==> config.mk <==
export PLATFORM = sky130hd
export DESIGN_NAME = radix_digit_converter_core_flat
export DESIGN_NICKNAME = d
export VERILOG_FILES = /design/src/hw/rtl/rdc_pkg.sv /design/src/hw/rtl/rdc_if.sv /design/src/hw/rtl/rdc_ram.sv /design/src/hw/rtl/rdc_div.sv /design/src/hw/rtl/radix_digit_converter_core.sv /design/src/flat_wrapper.sv
export SDC_FILE = /design/constraint.sdc
export NUM_CORES = 1
export LEC_CHECK = 0
export BUFFER_PORTS_ARGS = -buffer_cell sky130_fd_sc_hd__buf_4
export CAP_MARGIN = 15
export CORE_MARGIN = 2
export CORE_UTILIZATION = 40
export CTS_BUF_LIST = sky130_fd_sc_hd__clkbuf_8
export DETAILED_ROUTE_END_ITERATION = 12
export SLEW_MARGIN = 30
export SYNTH_ARGS = -nofsm -noshare
export SYNTH_HDL_FRONTEND = slang
export SYNTH_SLANG_ARGS = --single-unit
==> constraint.sdc <==
create_clock -name clock -period 8.2 [get_ports clock]
set_clock_uncertainty 0.2 [all_clocks]
set_input_delay 1.64 -clock clock [delete_from_list [all_inputs] [get_ports clock]]
set_output_delay 1.64 -clock clock [all_outputs]
set_load 0.05 [all_outputs]
==> src/hw/rtl/rdc_pkg.sv <==
// Shared constants and types of the radix digit converter.
`default_nettype none
package rdc_pkg;
   localparam int MAX_DIGITS_DEF = 32;
   localparam int VALUE_BITS_DEF = 31;
   localparam int RADIX_BITS     = 5;
   localparam int DIGIT_BITS     = 4;

   localparam logic [RADIX_BITS-1:0] RADIX_RESET = 5'd10;
   localparam logic [RADIX_BITS-1:0] RADIX_MIN   = 5'd2;
   localparam logic [RADIX_BITS-1:0] RADIX_MAX   = 5'd16;

   typedef enum logic [1:0] {
      ST_IDLE,
      ST_DIV,
      ST_POP,
      ST_OUT
   } rdc_state_type;
endpackage
`default_nettype wire

==> src/hw/rtl/rdc_if.sv <==
// Valid/ready channel interfaces for the converter's request and response sides.
`default_nettype none
interface rdc_req_if #(
   parameter int VALUE_BITS = rdc_pkg::VALUE_BITS_DEF
) ();
   logic                  valid;
   logic                  ready;
   logic [VALUE_BITS-1:0] value;

   modport source (output valid, output value, input ready);
   modport sink (input valid, input value, output ready);
endinterface

interface rdc_rsp_if ();
   import rdc_pkg::*;
   logic                  valid;
   logic                  ready;
   logic [DIGIT_BITS-1:0] digit;
   logic                  last;

   modport source (output valid, output digit, output last, input ready);
   modport sink (input valid, input digit, input last, output ready);
endinterface
`default_nettype wire

==> src/hw/rtl/rdc_ram.sv <==
// Generic single-write, single-read RAM with registered read data.
`default_nettype none
module rdc_ram #(
   parameter int WIDTH = 4,
   parameter int DEPTH = 32
) (
   input  wire logic                     clock,
   input  wire logic                     wr_en,
   input  wire logic [$clog2(DEPTH)-1:0] wr_addr,
   input  wire logic [WIDTH-1:0]         wr_data,
   input  wire logic                     rd_en,
   input  wire logic [$clog2(DEPTH)-1:0] rd_addr,
   output      logic [WIDTH-1:0]         rd_data
);
   logic [WIDTH-1:0] mem_ff [DEPTH];

   always_ff @(posedge clock) begin
      if (wr_en) begin
         mem_ff[wr_addr] <= wr_data;
      end
      if (rd_en) begin
         rd_data <= mem_ff[rd_addr];
      end
   end
endmodule
`default_nettype wire

==> src/hw/rtl/rdc_div.sv <==
// Bit-serial restoring divider: value by radix, one quotient bit per cycle.
`default_nettype none
module rdc_div #(
   parameter int VALUE_BITS = rdc_pkg::VALUE_BITS_DEF
) (
   input  wire logic                              clock,
   input  wire logic                              reset,
   input  wire logic                              start,
   input  wire logic [VALUE_BITS-1:0]             dividend,
   input  wire logic [rdc_pkg::RADIX_BITS-1:0]    divisor,
   output      logic                              done,
   output      logic [VALUE_BITS-1:0]             quotient,
   output      logic [rdc_pkg::DIGIT_BITS-1:0]    remainder
);
   import rdc_pkg::*;

   localparam int CNT_BITS = $clog2(VALUE_BITS + 1);

   logic                  busy_ff, busy_in;
   logic                  done_ff, done_in;
   logic [CNT_BITS-1:0]   cnt_ff, cnt_in;
   logic [VALUE_BITS-1:0] q_ff, q_in;
   logic [DIGIT_BITS-1:0] rem_ff, rem_in;
   logic [RADIX_BITS-1:0] divisor_ff, divisor_in;
   logic [RADIX_BITS-1:0] trial;
   logic [RADIX_BITS-1:0] diff;
   logic                  qbit;

   // Partial remainder stays below the divisor, so four bits plus the next
   // dividend bit always fit the radix width.
   assign trial = {rem_ff, q_ff[VALUE_BITS-1]};
   assign qbit  = (trial >= divisor_ff);
   assign diff  = trial - divisor_ff;

   always_comb begin
      busy_in    = busy_ff;
      done_in    = 1'b0;
      cnt_in     = cnt_ff;
      q_in       = q_ff;
      rem_in     = rem_ff;
      divisor_in = divisor_ff;
      if (start) begin
         busy_in    = 1'b1;
         cnt_in     = CNT_BITS'(VALUE_BITS);
         q_in       = dividend;
         rem_in     = '0;
         divisor_in = divisor;
      end else if (busy_ff) begin
         q_in   = {q_ff[VALUE_BITS-2:0], qbit};
         rem_in = qbit ? diff[DIGIT_BITS-1:0] : trial[DIGIT_BITS-1:0];
         cnt_in = cnt_ff - 1'b1;
         if (cnt_ff == CNT_BITS'(1)) begin
            busy_in = 1'b0;
            done_in = 1'b1;
         end
      end
   end

   always_ff @(posedge clock) begin
      if (reset) begin
         busy_ff <= 1'b0;
         done_ff <= 1'b0;
         cnt_ff  <= '0;
      end else begin
         busy_ff <= busy_in;
         done_ff <= done_in;
         cnt_ff  <= cnt_in;
      end
      q_ff       <= q_in;
      rem_ff     <= rem_in;
      divisor_ff <= divisor_in;
   end

   assign done      = done_ff;
   assign quotient  = q_ff;
   assign remainder = rem_ff;

   a_done_ends_busy: assert property (@(posedge clock) disable iff (reset)
      done_ff |-> !busy_ff)
      else $error("divider done while still busy");
   a_rem_below_divisor: assert property (@(posedge clock) disable iff (reset)
      done_ff |-> ({1'b0, rem_ff} < divisor_ff))
      else $error("remainder not below divisor");
   a_busy_counts: assert property (@(posedge clock) disable iff (reset)
      (busy_ff && !start) |=> (cnt_ff == $past(cnt_ff) - 1'b1))
      else $error("bit counter did not advance");
endmodule
`default_nettype wire

==> src/hw/rtl/radix_digit_converter_core.sv <==
// Top level of the radix digit converter: sequencer, digit stack and divider.
`default_nettype none
// Converts a non-negative integer to its digits in the base held in the radix
// register (2 to 16; any other setting, and a value of zero, produce no digits)
// and returns them most significant first, one response item per digit, with
// last set on the least significant digit. Up to MAX_DIGITS low digits are
// kept; more significant ones are dropped. The block takes one request item at
// a time and is not ready again until the final digit has been taken. Each
// digit comes from the shared bit-serial divider (one quotient bit per cycle)
// and is pushed onto the digit stack RAM; the digits are then read back from
// the stack and each is held on the response until it has been taken. Write
// the radix only while the block is idle.
module radix_digit_converter_core #(
   parameter int MAX_DIGITS = rdc_pkg::MAX_DIGITS_DEF,
   parameter int VALUE_BITS = rdc_pkg::VALUE_BITS_DEF
) (
   input  wire logic                           clock,
   input  wire logic                           reset,
   rdc_req_if.sink                             req_chan,
   rdc_rsp_if.source                           rsp_chan,
   input  wire logic                           csr_wr_en,
   input  wire logic [rdc_pkg::RADIX_BITS-1:0] csr_wr_data
);
   import rdc_pkg::*;

   localparam int ADDR_BITS = $clog2(MAX_DIGITS);
   localparam int CNT_BITS  = $clog2(MAX_DIGITS + 1);

   rdc_state_type         state_ff, state_in;
   logic [CNT_BITS-1:0]   count_ff, count_in;
   logic [RADIX_BITS-1:0] radix_ff;

   logic                  req_fire, rsp_fire;
   logic                  radix_ok, go, more;
   logic                  div_start, div_done;
   logic [VALUE_BITS-1:0] div_dividend, div_quotient;
   logic [DIGIT_BITS-1:0] div_remainder;
   logic                  ram_wr_en, ram_rd_en;
   logic [ADDR_BITS-1:0]  ram_wr_addr, ram_rd_addr;
   logic [DIGIT_BITS-1:0] ram_rd_data;
   logic [CNT_BITS-1:0]   count_dec;

   assign req_fire  = req_chan.valid & req_chan.ready;
   assign rsp_fire  = rsp_chan.valid & rsp_chan.ready;
   assign radix_ok  = (radix_ff >= RADIX_MIN) && (radix_ff <= RADIX_MAX);
   assign go        = radix_ok && (req_chan.value != '0);
   // Keep dividing while the quotient is nonzero and the stack has room.
   assign more      = (div_quotient != '0) && (count_ff < CNT_BITS'(MAX_DIGITS - 1));
   assign count_dec = count_ff - 1'b1;

   always_ff @(posedge clock) begin
      if (reset) begin
         radix_ff <= RADIX_RESET;
      end else if (csr_wr_en) begin
         radix_ff <= csr_wr_data;
      end
   end

   always_comb begin
      state_in = state_ff;
      unique case (state_ff)
         ST_IDLE: begin
            if (req_fire && go) state_in = ST_DIV;
         end
         ST_DIV: begin
            if (div_done && !more) state_in = ST_POP;
         end
         ST_POP: begin
            state_in = ST_OUT;
         end
         ST_OUT: begin
            if (rsp_fire) state_in = (count_ff == '0) ? ST_IDLE : ST_POP;
         end
         default: begin
            state_in = ST_IDLE;
         end
      endcase
   end

   always_comb begin
      req_chan.ready = 1'b0;
      rsp_chan.valid = 1'b0;
      div_start      = 1'b0;
      ram_wr_en      = 1'b0;
      ram_rd_en      = 1'b0;
      count_in       = count_ff;
      unique case (state_ff)
         ST_IDLE: begin
            req_chan.ready = 1'b1;
            div_start      = req_chan.valid && go;
            count_in       = '0;
         end
         ST_DIV: begin
            if (div_done) begin
               ram_wr_en = 1'b1;
               div_start = more;
               count_in  = count_ff + 1'b1;
            end
         end
         ST_POP: begin
            ram_rd_en = 1'b1;
            count_in  = count_dec;
         end
         ST_OUT: begin
            rsp_chan.valid = 1'b1;
         end
         default: begin
            count_in = '0;
         end
      endcase
   end

   always_ff @(posedge clock) begin
      if (reset) begin
         state_ff <= ST_IDLE;
         count_ff <= '0;
      end else begin
         state_ff <= state_in;
         count_ff <= count_in;
      end
   end

   assign div_dividend = (state_ff == ST_IDLE) ? req_chan.value : div_quotient;
   assign ram_wr_addr  = count_ff[ADDR_BITS-1:0];
   assign ram_rd_addr  = count_dec[ADDR_BITS-1:0];

   rdc_div #(
      .VALUE_BITS (VALUE_BITS)
   ) u_div (
      .clock     (clock),
      .reset     (reset),
      .start     (div_start),
      .dividend  (div_dividend),
      .divisor   (radix_ff),
      .done      (div_done),
      .quotient  (div_quotient),
      .remainder (div_remainder)
   );

   rdc_ram #(
      .WIDTH (DIGIT_BITS),
      .DEPTH (MAX_DIGITS)
   ) u_stack (
      .clock   (clock),
      .wr_en   (ram_wr_en),
      .wr_addr (ram_wr_addr),
      .wr_data (div_remainder),
      .rd_en   (ram_rd_en),
      .rd_addr (ram_rd_addr),
      .rd_data (ram_rd_data)
   );

   assign rsp_chan.digit = ram_rd_data;
   assign rsp_chan.last  = (count_ff == '0);

   a_done_in_div: assert property (@(posedge clock) disable iff (reset)
      div_done |-> (state_ff == ST_DIV))
      else $error("divider finished outside the divide phase");
   a_push_in_range: assert property (@(posedge clock) disable iff (reset)
      ram_wr_en |-> (count_ff < CNT_BITS'(MAX_DIGITS)))
      else $error("digit push past stack depth");
   a_no_work_idle: assert property (@(posedge clock) disable iff (reset)
      (req_fire && !go) |=> (state_ff == ST_IDLE))
      else $error("item without digits left idle");
   a_last_ends_item: assert property (@(posedge clock) disable iff (reset)
      (rsp_fire && rsp_chan.last) |=> (state_ff == ST_IDLE && count_ff == '0))
      else $error("final digit did not end the item");
endmodule
`default_nettype wire
==> src/flat_wrapper.sv <==
// flat-port wrapper written by rule: the top's interface ports become plain ports
module radix_digit_converter_core_flat import rdc_pkg::*;
#(
   parameter int MAX_DIGITS = rdc_pkg::MAX_DIGITS_DEF,
   parameter int VALUE_BITS = rdc_pkg::VALUE_BITS_DEF
)
  (clock, reset, csr_wr_en, csr_wr_data, req_chan_valid, req_chan_value, req_chan_ready, rsp_chan_valid, rsp_chan_digit, rsp_chan_last, rsp_chan_ready);
  rdc_req_if #(.VALUE_BITS(VALUE_BITS)) req_chan_i ();
  rdc_rsp_if rsp_chan_i ();
  input  wire logic clock;
  input  wire logic reset;
  input  wire logic csr_wr_en;
  input  wire logic [rdc_pkg::RADIX_BITS-1:0] csr_wr_data;
  input wire logic [$bits(req_chan_i.valid)-1:0] req_chan_valid;
  input wire logic [$bits(req_chan_i.value)-1:0] req_chan_value;
  output wire logic [$bits(req_chan_i.ready)-1:0] req_chan_ready;
  output wire logic [$bits(rsp_chan_i.valid)-1:0] rsp_chan_valid;
  output wire logic [$bits(rsp_chan_i.digit)-1:0] rsp_chan_digit;
  output wire logic [$bits(rsp_chan_i.last)-1:0] rsp_chan_last;
  input wire logic [$bits(rsp_chan_i.ready)-1:0] rsp_chan_ready;
  assign req_chan_i.valid = req_chan_valid;
  assign req_chan_i.value = req_chan_value;
  assign req_chan_ready = req_chan_i.ready;
  assign rsp_chan_valid = rsp_chan_i.valid;
  assign rsp_chan_digit = rsp_chan_i.digit;
  assign rsp_chan_last = rsp_chan_i.last;
  assign rsp_chan_i.ready = rsp_chan_ready;
  radix_digit_converter_core #(.MAX_DIGITS(MAX_DIGITS), .VALUE_BITS(VALUE_BITS)) u_core (.clock(clock), .reset(reset), .req_chan(req_chan_i), .rsp_chan(rsp_chan_i), .csr_wr_en(csr_wr_en), .csr_wr_data(csr_wr_data));
endmodule
## Word level (Yosys, flattened, before mapping)

Memories as Yosys holds them, arrays and structs flattened. A register that Yosys moved wholly into a read port is not among the register bits.
Index checks and enable logic that the tools add are counted.

| operators by class | value |
|---|---|
| shift operators | 0 |
| $mul | 0 |
| equality and inequality tests | 9 |
| multiplexer cells | 26 |
| divide/modulo/power cells | 0 |
| reductions and logical operators | 17 |
| add/sub/neg operators | 4 |
| magnitude comparators | 4 |
| bitwise operators | 3 |

Operators by type and width:

| cell | number |
|---|---|
| $mux 31 | 3 |
| $reduce_bool 31->1 | 2 |
| $pmux 6 s3 | 1 |
| $mux 1 | 12 |
| $mux 5 | 2 |
| $mux 2 | 4 |
| $pmux 2 s4 | 1 |
| $add 6x1->6 const B | 1 |
| $logic_and 1x1->1 | 6 |
| $logic_not 6->1 | 1 |
| $lt 6x5->1 const B | 1 |
| $mux 6 | 1 |
| $ne 2x1->1 const B | 3 |
| $sub 6x1->6 const B | 1 |
| $eq 5x1->1 const B | 1 |
| $ge 5x2->1 const B | 1 |
| $ge 5x5->1 | 1 |
| $le 5x5->1 const B | 1 |
| $sub 5x1->5 const B | 1 |
| $eq 2x2->1 const B | 2 |
| $mux 4 | 1 |
| $ne 2x2->1 const B | 2 |
| $reduce_and 2->1 | 2 |
| $sub 4x4->4 | 1 |
| 10 further kinds | 11 |

| word-level totals | value |
|---|---|
| bits in read-only memories | 0 |
| register bits | 60 |
| latch bits | 0 |
| memories | 1 |
| RAM bits | 128 |
| input port bits | 41 |

Memory list:

| memory | depth | bits a word | rd ports | clocked after memory_dff | wr ports | RTL line | text |
|---|---|---|---|---|---|---|---|
| u_core.u_stack.mem_ff | 32 | 4 | 1 | 1 | 1 | rdc_ram.sv:15 | `logic [WIDTH-1:0] mem_ff [DEPTH];` |

## Depth between registers and ports, before layout

| depth | value |
|---|---|
| depth in word-level cells | 7 |
| mapped depth | 9 |
| gate-level depth less buffers | 8 |

## Cells and area by module

From an unflattened synthesis, not the netlist that was laid out.

| unflattened totals | value |
|---|---|
| cells, all modules | 554 |
| area, all modules | 8729.6 um^2 |

Modules (own cells, without submodules):

| module | cells each | seq. area each (um^2) | area an instance (um^2) | times used |
|---|---|---|---|---|
| rdc_ram | 231 | 3963.8 | 5178.7 | 1 |
| rdc_div | 149 | 1301.2 | 2129.5 | 1 |
| radix_digit_converter_core | 174 | 260.2 | 1421.4 | 1 |

## Worst setup path after synthesis

Ideal clock, no wire load.

| timing | value |
|---|---|
| kind | register to output |
| from | reg u_core.count_ff[0] |
| to | out rsp_chan_last |
| slack | 4.042 ns |
| buffers on the path | 1 |
| cell stages (with the launch flop) | 6 |
| data required time | 6.360 ns |
| arrival | 2.318 ns |
| path through | dfxtp_1 > buf_2 > inv_1 > ha_1 > nor3b_1 > nor3b_1 |

| between the ends | value |
|---|---|
| word-level cells in the longest chain between the ends | 1 |

RTL lines:

| element | RTL line | text |
|---|---|---|
| from (decl) | radix_digit_converter_core.sv:30 | `logic [CNT_BITS-1:0] count_ff, count_in;` |
| from (signal assigned) | radix_digit_converter_core.sv:119 | `count_ff <= count_in;` |
| $logic_not 6->1 | radix_digit_converter_core.sv:154 | `assign rsp_chan.last = (count_ff == '0);` |
| to (decl) | flat_wrapper.sv:19 | `output wire logic [$bits(rsp_chan_i.last)-1:0] rsp_chan_last;` |

No other way between the ends.

## Worst setup path after layout

| timing | value |
|---|---|
| from | in req_chan_value[9] |
| to | reg u_core.u_div.q_ff[7] (netlist: u_core.u_div.quotient[7]) (enable) |

| between the ends | value |
|---|---|
| word-level cells in the longest chain between the ends | 6 |

RTL lines:

| element | RTL line | text |
|---|---|---|
| from (decl) | flat_wrapper.sv:15 | `input wire logic [$bits(req_chan_i.value)-1:0] req_chan_value;` |
| $reduce_bool 31->1 * | radix_digit_converter_core.sv:46 | `assign go = radix_ok && (req_chan.value != '0);` |
| $logic_and 1x1->1 * | radix_digit_converter_core.sv:46 |  |
| $logic_and 1x1->1 * | radix_digit_converter_core.sv:90 | `div_start = req_chan.valid && go;` |
| $pmux 1 s2 * | radix_digit_converter_core.sv:87 | `unique case (state_ff)` |
| $ne 2x2->1 (no source line) or $reduce_bool 2->1 (tied branches) | n/a |  |
| $reduce_and 2->1 (no source line) * | n/a |  |
| to (signal assigned) | rdc_div.sv:69 | `q_ff <= q_in;` |
| to (decl) | rdc_div.sv:22 | `logic [VALUE_BITS-1:0] q_ff, q_in;` |

Every way passes the cells marked *; elsewhere a longest branch is shown, timed or not.
A chain may end at the register's enable or synchronous reset.

==> reports/summary.log <==
[layout] most frequent cells in the layout 168 x edfxtp_1, 52 x buf_4, 47 x nor2_1, 34 x mux4_2
[worst_setup_path] kind of cell adding the most delay to the critical path multiplexers
[layout] signed area change from the synthesized netlist to the final layout 12.0%
[sta] Setup TNS 0 ns
[worst_setup_path] count of cells along the worst register-to-register path 6
[sta] worst hold slack 0.293 ns
[worst_setup_path] Worst setup startpoint req_chan_value[9]
[grt] first-pass GRT wire length 25.8 mm
[layout] share of layout cells above drive strength 1 28.4%
[layout] Nets 616
[run_status] status finished, final reports clean
[logic_synthesis] post-synthesis register bit count 192
[sta] final clock period utilization by the worst path 57.7%
[logic_synthesis] library cells used by synthesis 50
[clock_tree] cell at the root of the clock tree clkbuf_8
[grt] number of antenna violations at the first check in global routing 0
[logic_synthesis] leading cell types by total area after synthesis edfxtp_1 60%, mux4_2 9.1%, dfxtp_1 5.7%
[floorplanning] Site Rows 53
[worst_setup_path] sequence of cells on the critical path buf_4, nor4_1, nand4_1, o211ai_2, nor2_1, a31oi_4, clkinv_2, mux2_2
[floorplanning] number of top-level design ports 48
[grt] largest net degree at the start of global routing 43
[sta] worst rel slew slack 39.3%
[job] number of max-cap violations 0
[sta] slew at the pin with the worst max-slew slack 0.903 ns
[logic_synthesis] number of enable-type register cells in the synthesized netlist 168
[floorplanning] Initial Utilization 40.5%
[logic_synthesis] netlist area before placement 8420 µm²
[worst_setup_path] arrival time of the worst setup path 4.64 ns
[route] number of remaining DRC errors 0
[clock_tree] clock buffers created by TritonCTS 17
[logic_synthesis] share of the synthesized area in the top cell type 59.9%
[clock_tree] worst skew pair latency 0.48 ns
[worst_setup_path] maximum cell stage delay along the critical path 0.93 ns
[layout] diodes inserted 0
[floorplanning] Die Span X 149 µm
[worst_setup_path] standard cell with the maximum stage delay on the critical path mux2_2
[place] RD Place Congestion 0.777
[clock_tree] number of resized instances in the post-cts repair step 0
[worst_setup_path] CP startpoint kind primary input
[worst_setup_path] buffers plus inverters on the worst setup path 2
[worst_setup_path] kind of end point of the critical path flop
[sta] upper clock frequency limit 211 MHz
[power] leakage power total 3.08 nW
[hold_path] source of the worst hold timing path u_core.radix_ff[3]
[worst_setup_path] launch instance of the worst register-to-register path u_core.count_ff[0]
[route] first-pass iteration count of the detailed router 5
[grt] global-route met1 utilization 20.7%
[route] drt wl/cell 19.6 µm
[logic_synthesis] Synth async-reset ratio 0%
[floorplanning] placeable core area 20800 µm²
[sta] number of setup violations in the final report 0
[sta] Pins Over Slew Limit 0
[route] routed via count divided by cell count 5.31
[logic_synthesis] flip-flop cell with the highest count after synthesis edfxtp_1
[logic_synthesis] post-synthesis area per instance 16.5 µm²
[sta] Final min period 4.73 ns
[worst_setup_path] internal reg-to-reg setup slack 4.37 ns
[clock_tree] post-CTS setup buffers 0
[worst_setup_path] worst reg2reg endpoint u_core.u_stack.rd_data[3]
[power] Max IR drop VDD 231 µV
[grt] layer carrying the most global-route usage met2
[route] wire length reported by the detailed router 16.6 mm
[logic_synthesis] sequential area share after synthesis 65.6%
[layout] most common cell after layout, fill and taps aside edfxtp_1
[sta] final hold violation count 0
[worst_setup_path] top fanout value on the critical path 42
[clock_tree] TritonCTS clock tree built
[grt] met3 demand-to-capacity share in global routing 3.30%
[logic_synthesis] Synth area leader edfxtp_1
[route] total number of vias 4490
[route] remaining antenna violation count after routing 0
[clock_tree] total of hold buffers inserted after clock tree synthesis 0
[place] HPWL after detailed placement 11.2 mm
[clock_tree] clock-pin slew on the worst setup and hold paths 0.10 ns
[floorplanning] die area 22200 µm²
[logic_synthesis] Syn Nets 570
[power] pwr dens 302 nW/µm²
[logic_synthesis] Synthesis Warnings 0
[clock_tree] buffer depth of the longest clock path 2
[logic_synthesis] cells after synthesis 512
[worst_setup_path] Worst Path Class, Setup in2reg
[layout] FILL cells 1842
[grt] overall overflow remaining after global route 0
[sta] RSZ-0062 raised after global routing no
[hold_path] sink of the worst hold path u_core.u_div.divisor_ff[3]
[floorplanning] die span in y 149 µm
[hold_path] worst hold path cell count 0
[place] number of buffer cells added on primary ports 47
[clock_tree] H-tree levels 4
[grt] vias in the first global route 4702
[worst_setup_path] Required @ worst endpoint 8.11 ns
[hold_path] Worst Hold Class reg2reg
[route] number of DRC markers after the initial detailed-route iteration 312
[grt] overall global routing resource usage 15.6%
[clock_tree] number of clock sinks 192
[grt] grt met2 use 25.9%
logic make-up after synthesis:
kind of cell | after synthesis | share of synthesized area, %
DFF | 192 | 65.6
and+or+nand+nor | 113 | 6.82
muxes | 83 | 17.2
AOI/OAI and AO/OA | 51 | 4.23
buffers and inverters | 44 | 2.32
adders and majority gates | 17 | 2.61
xor gates and xnor gates | 12 | 1.25
worst max-delay path by stage:
stage                                 to  cells past startpoint  slack [ns]
4_1_cts                    rsp_chan_last                      6        3.71
3_5_place_dp   u_core.u_div.quotient[19]                      8        3.34
6_report        u_core.u_div.quotient[7]                      8        3.47
5_1_grt         u_core.u_div.quotient[5]                      8        3.31
2_1_floorplan              rsp_chan_last                      5        4.04
3_3_place_gp    u_core.u_div.quotient[8]                      8        3.41
state kept, by name, indices dropped and copies added (netlist names):
register                 flops
u_core.radix_ff              5
u_core.u_div.cnt_ff          5
u_core.u_stack.mem_ff      128
u_core.u_stack.rd_data       4
u_core.u_div.done            1
u_core.u_div.busy_ff         1
u_core.u_div.quotient       31
u_core.u_div.remainder       4
u_core.count_ff              6
u_core.state_ff              2
u_core.u_div.divisor_ff      5
worst register-to-register path: cells and delay by family, from the launching register on:
family | cells | cell delay [ns]
adder cells (fa/ha/maj) | 1 | 0.95
multiplexers | 3 | 1.28
buffers and inverters | 2 | 0.78
flip-flops | 1 | 0.39
layer usage:
layer | up-vias | part of all wire (%)
met4 | 0 | 1.5
met5 | - | 0
met3 | 20 | 4.0
met2 | 114 | 49
met1 | 2257 | 45
li1 | 2099 | -
where the power goes:
part	switching (mW)	total [mW]	internal (mW)
Combinational	0.472	0.846	0.374
Sequential	0.0866	1.39	1.30
Clock	0.339	0.612	0.273
Total	0.897	2.85	1.95
layout make-up:
cell class / count / area, µm² / area share, %
well taps: 275 / 344 / 3.65
clock inverters: 14 / 151 / 1.60
flip-flops and latches: 192 / 5530 / 58.6
repair buffers: 52 / 390 / 4.14
inverters: 19 / 72.6 / 0.769
clock buffers: 17 / 234 / 2.48
multi-input cells: 276 / 2710 / 28.8
cells in the mapped netlist (3+ instances only):
master	instances
a211oi_1	3
a21oi_1	17
a22oi_1	3
buf_2	6
buf_6	3
clkbuf_1	16
dfxtp_1	24
edfxtp_1	168
ha_1	16
inv_1	18
mux2_2	23
mux2_4	13
mux2i_1	7
mux4_1	6
mux4_2	34
nand2_1	8
nand2b_1	7
nand3_1	8
nand3b_1	4
nand4_1	4
nor2_1	47
nor2b_1	5
nor3_1	8
nor4_1	14
o21a_1	3
o21ai_0	6
xnor2_1	9
xor2_1	3
metrics by stage:
stage / worst slack (ns) / std cells / instance area, µm² / total power, mW / utilization, %
2_1_floorplan: 4.04 / 512 / 8420 / 2.02 / -
3_3_place_gp: 3.41 / 814 / 9040 / 2.23 / 43.4
3_5_place_dp: 3.34 / 814 / 9050 / 2.26 / 43.4
4_1_cts: 3.71 / 845 / 9430 / 2.87 / 45.3
5_1_grt: 3.31 / 845 / 9430 / 2.99 / 45.3
6_report: 3.47 / 845 / 9430 / 2.85 / 45.3
No activity file was read; power rests on OpenSTA's default activity.
